[config.mk]
export PLATFORM = sky130hd
export DESIGN_NAME = rc_cell
export DESIGN_NICKNAME = d
export VERILOG_FILES = /design/src/rtl/rc_pkg.sv /design/src/rtl/rc_cell.sv
export SDC_FILE = /design/constraint.sdc
export NUM_CORES = 1
export LEC_CHECK = 0
export ABC_AREA = 1
export BUFFER_PORTS_ARGS = -buffer_cell sky130_fd_sc_hd__buf_2
export CAP_MARGIN = 20
export CELL_PAD_IN_SITES_DETAIL_PLACEMENT = 1
export CELL_PAD_IN_SITES_GLOBAL_PLACEMENT = 2
export CORE_ASPECT_RATIO = 0.8
export CORE_UTILIZATION = 30
export CTS_BUF_LIST = sky130_fd_sc_hd__clkbuf_8
export DETAILED_ROUTE_END_ITERATION = 8
export PLACE_DENSITY = 0.85
export REMOVE_ABC_BUFFERS = 1
export SLEW_MARGIN = 20
export SYNTH_ARGS = -nofsm -noshare
export SYNTH_HDL_FRONTEND = slang
export SYNTH_SLANG_ARGS = --single-unit
[constraint.sdc]
create_clock -name clk -period 3.2 [get_ports clk]
set_input_delay 0.64 -clock clk [delete_from_list [all_inputs] [get_ports clk]]
set_output_delay 0.64 -clock clk [all_outputs]
set_load 0.02 [all_outputs]
[src/rtl/rc_pkg.sv]
// Shared constants and types for the rank compression block.
package rc_pkg;

	localparam int MAX_ITEMS = 64;
	localparam int VALUE_W   = 32;
	localparam int RANK_W    = 6;
	localparam int CNT_W     = $clog2(MAX_ITEMS + 1);

	// A value travelling along the chain, with the count of smaller held values it has met.
	typedef struct packed {
		logic                      vld;
		logic signed [VALUE_W-1:0] val;
		logic [RANK_W-1:0]         cnt;
	} rc_tok_t;

	// What a cell shows its left-hand neighbour while the run is shifted out.
	typedef struct packed {
		logic              occ;
		logic [RANK_W-1:0] rank;
	} rc_slot_t;

	// Control from the sequencer to every cell.
	typedef struct packed {
		logic shift;
	} rc_ctl_t;

	typedef enum logic [2:0] {
		ST_LOAD  = 3'b001,
		ST_DRAIN = 3'b010,
		ST_EMIT  = 3'b100
	} rc_state_t;

endpackage

[src/rtl/rc_cell.sv]
// One cell of the ranking chain: holds a value and its running rank.
module rc_cell import rc_pkg::*; (
	input  logic     clk,
	input  logic     arst_n,
	input  rc_ctl_t  ctl,
	input  rc_tok_t  tok_in,
	output rc_tok_t  tok_out,
	input  rc_slot_t nxt,
	output rc_slot_t slot
);

	logic                      occ_q;
	logic signed [VALUE_W-1:0] val_q;
	logic [RANK_W-1:0]         rank_q;
	logic                      tok_vld_q;
	logic signed [VALUE_W-1:0] tok_val_q;
	logic [RANK_W-1:0]         tok_cnt_q;
	logic                      tok_smaller;
	logic                      held_smaller;

	assign tok_smaller  = tok_in.val < val_q;
	assign held_smaller = val_q < tok_in.val;

	always_ff @(posedge clk or negedge arst_n) begin
		if (!arst_n) begin
			occ_q     <= 1'b0;
			tok_vld_q <= 1'b0;
		end else begin
			if (ctl.shift) begin
				occ_q <= nxt.occ;
			end else if (tok_in.vld && !occ_q) begin
				occ_q <= 1'b1;
			end
			// An item moves on only past an occupied cell; at the first free one it settles.
			tok_vld_q <= tok_in.vld && occ_q && !ctl.shift;
		end
	end

	always_ff @(posedge clk) begin
		if (ctl.shift) begin
			rank_q <= nxt.rank;
		end else if (tok_in.vld) begin
			if (!occ_q) begin
				val_q  <= tok_in.val;
				rank_q <= tok_in.cnt;
			end else if (tok_smaller) begin
				rank_q <= rank_q + RANK_W'(1);
			end
		end
		tok_val_q <= tok_in.val;
		tok_cnt_q <= tok_in.cnt + RANK_W'(held_smaller);
	end

	assign tok_out.vld = tok_vld_q;
	assign tok_out.val = tok_val_q;
	assign tok_out.cnt = tok_cnt_q;
	assign slot.occ    = occ_q;
	assign slot.rank   = rank_q;

endmodule

==> run_results.csv <==
group,metric,value,unit
logic_synthesis,avgSynthCellArea,11.4,sq um
cells_and_area,fillers,1155,
timing,hold_violations,0,
clock_network,clk_pin_slew,0.08,ns
global_route,antenna_found_initial,0,
pwr,p_leak,1.98,nW
logic_synthesis,syn_area,3180,sq um
placed_design,port_buffers,94,
timing,setup_viol_count_final,0,
logic_synthesis,ys.flop_type,"edfxtp_1",
timing,slew_headroom,0.630,
worst_setup_path,worst-setup-path-type,"in2reg",
logic_synthesis,synth.area.top_cells,"edfxtp_1 (36%), dfxtp_1 (24%), ha_1 (14%)",
job,cap_violations,0,
worst_setup_path,r2r-end,"tok_cnt_q[5]$_DFF_P_",
logic_synthesis,synth_edf_count,38,
timing,whs,0.0710,ns
worst_setup_path,slowest_delay,0.35,ns
cells_and_area,multi_input_area,1020,sq um
logic_synthesis,async_flop_share,0.0256,
floorplan,die_area,11000,sq um
floorplan,die_height,94.0,microns
worst_setup_path,r2r_cells,13,
global_route,grt_use_total,0.128,
worst_setup_path,critPathTopFamily,"simple AND/OR/NAND/NOR gates",
timing,max_freq,433,MHz
placed_design,place_inst,510,
logic_synthesis,ys_seq_area_frac,0.615,
pwr,cellPowerDensity,579,nW/um^2
logic_synthesis,yosys.area.top_type,"edfxtp_1",
clock_network,cts_buffer_depth,2,
logic_synthesis,synth_top_area_frac,0.359,
logic_synthesis,synthTopCellsByCount,"nand2_1 (50), inv_1 (47), dfxtp_1 (38), edfxtp_1 (38), ha_1 (35)",
route,vias_per_cell,4.25,
cells_and_area,diodes,0,
timing,tightestPinTransition,0.552,ns
clock_network,clockRootBuffer,"clkbuf_8",
clock_network,cts_buffers,9,
cells_and_area,final_cells,526,
logic_synthesis,synth_cell_types,29,
logic_synthesis,syn_inst,278,
route,drt_drc_violations_left,0,
worst_setup_path,reg2reg_setup_slack,0.93,ns
floorplan,row_count,33,
placed_design,dp_hpwl,5.13,mm
worst_setup_path,cpMostUsedCell,"nand2_1",
timing,period_minus_slack,2.31,ns
clock_network,cts_max_level,3,
placed_design,place.gp.congestion,0.747,
pwr,worst_ir_drop_vdd,360,uV
logic_synthesis,yosysMostFrequentCell,"nand2_1",
outcome,status,"completed",
route,drtIter0Drc,58,
clock_network,worstSkewPairLatency,0.34,ns
cells_and_area,regArea,1950,sq um
route,first_pass_iters,5,
timing,fin_tns_setup,0,ns
clock_network,clkSinkCount,78,
floorplan,pin_count,95,
min_path,hp-class,"in2async",
clock_network,cts_hold_buf,0,
floorplan,die-width,117,microns
worst_setup_path,worstPathCellList,"buf_2, inv_1, ha_1, nand2_1, nor2_2, nand2_2, nor4_4, nand2_1, nand2_1, nand2_1, nand2_1, ha_1, nand3_1, nor3_1, xor2_1",
route,wl_per_cell,12.3,microns
cells_and_area,utilization,0.397,
logic_synthesis,yosys_warnings,0,
worst_setup_path,r2r-start,"val_q[31]$_DFFE_PP_",
worst_setup_path,crit_buf_inv,2,
floorplan,coreArea,10300,sq um
worst_setup_path,crit_slowest_cell,"ha_1",
global_route,grt_pass1_wl,10.4,mm
floorplan,initial_utilization,0.309,
clock_network,cts_tree,"built",
worst_setup_path,critPathLaunchType,"input port",
route,final_antenna_net_count,0,
clock_network,post_cts_buffers,0,
timing,rsz0062_at_grt,"false",
timing,fin_skew,0.0103,ns
logic_synthesis,ys_ff_latch,78,
route,num_vias,2234,
cells_and_area,drive_above_1_share,0.308,
pwr,p_total,2.36,mW
timing,slew_viol_final,0,
cells_and_area,area_delta_synth_final,28.5,%
global_route,grt_start_max_net_pins,33,
worst_setup_path,crit_fanout,4,
clock_network,cts_resized,0,
cells_and_area,nets,465,
worst_setup_path,crit_path_end_kind,"register",
worst_setup_path,cp.required,3.47,ns
route,totalWireLength,6.47,mm
timing,post-route-period-util,0.722,
worst_setup_path,arrival,2.58,ns
global_route,grt_pass1_vias,2237,
global_route,gr-total-overflow,0,
[layout make-up]
type / instances / area share
Sequential cell: 78 / 0.478
Multi-Input combinational cell: 149 / 0.251
Timing Repair Buffer: 95 / 0.117
Inverter: 48 / 0.0442
Tap cell: 140 / 0.0429
Clock buffer: 10 / 0.0337
Clock inverter: 6 / 0.0325
[metal layers]
metal | part of all wire | vias to the layer above | track usage
met1 | 0.46 | 1059 | 0.156
li1 | - | 1116 | -
met5 | 0 | - | 0
met3 | 0.039 | 9 | 0.0458
met4 | 0.013 | 0 | 0.0443
met2 | 0.48 | 50 | 0.209
[cells by family (layout without fill, tap and decap cells)]
kind of cell    count (synthesis)  count (layout)  share of synthesized area
buf+inv                        51             159                     0.0650
simple gates                   80              80                      0.108
xor+xnor                        7               7                     0.0193
fa+ha+maj                      35              35                      0.138
compound gates                 27              27                     0.0552
flops                          78              78                      0.615
[worst reg2reg max path, stage by stage, from the launching register on]
cell,delay [ns]
edfxtp_1,0.38
ha_1,0.37
nand2_1,0.11
nor2_2,0.14
nand2_2,0.10
nor4_4,0.16
nand2_1,0.10
nand2_1,0.06
nand2_1,0.06
nand2_1,0.06
ha_1,0.17
nand3_1,0.13
nor3_1,0.19
xor2_1,0.17
[cells in the final DEF (no fill, tap or decap)]
| cell | count |
|---|---|
| o21a_1 | 1 |
| xor2_1 | 4 |
| dfrtp_1 | 2 |
| nand2_2 | 2 |
| o21ai_0 | 2 |
| inv_2 | 1 |
| nor4_4 | 1 |
| edfxtp_1 | 38 |
| nand2_1 | 50 |
| clkinv_4 | 1 |
| ha_1 | 35 |
| bufinv_16 | 4 |
| a21o_1 | 2 |
| clkbuf_8 | 10 |
| nor2_4 | 1 |
| a21oi_4 | 1 |
| nor3_1 | 1 |
| a22oi_1 | 1 |
| a21oi_1 | 13 |
| o211ai_1 | 3 |
| o21ai_1 | 1 |
| clkinv_1 | 1 |
| o21a_2 | 1 |
| nand3_1 | 9 |
| buf_4 | 1 |
| nand4_1 | 2 |
| o221ai_1 | 1 |
| a21oi_2 | 1 |
| buf_2 | 94 |
| inv_1 | 47 |
| nor2_1 | 13 |
| xnor2_1 | 3 |
| dfxtp_1 | 38 |
| nor2_2 | 1 |
[sequential cells by signal (all words and copies together) (netlist names)]
signal and flops:
occ_q 1, rank_q 6, tok_cnt_q 6, tok_val_q 32, tok_vld_q 1, val_q 32
[stage by stage]
step	instance area (sq um)	setup WS, ns
2_1_floorplan	3150	0.483
3_3_place_gp	3810	0.520
3_5_place_dp	3810	0.499
4_1_cts	4080	0.871
5_1_grt	4080	0.610
6_report	4080	0.890
[worst max-delay path by stage]
stage,start,cells after the start,to,slack [ns]
after global routing,tok_in[37],15,tok_cnt_q[5]$_DFF_P_,0.61
after floorplan,ctl,3,val_q[0]$_DFFE_PP_,0.48
after detailed placement,tok_in[37],15,tok_cnt_q[5]$_DFF_P_,0.50
after CTS,tok_in[37],15,tok_cnt_q[5]$_DFF_P_,0.87
final,tok_in[37],15,tok_cnt_q[5]$_DFF_P_,0.89
after global placement,tok_in[37],15,tok_cnt_q[5]$_DFF_P_,0.52
[power by group]
group / switching, mW / total [mW] / internal (mW) / leakage (nW)
clock network: 0.349 / 0.966 / 0.617 / 0.134
registers: 0.0205 / 1.12 / 1.10 / 0.697
logic: 0.170 / 0.273 / 0.102 / 1.15
(Power assumes the default switching activity.)
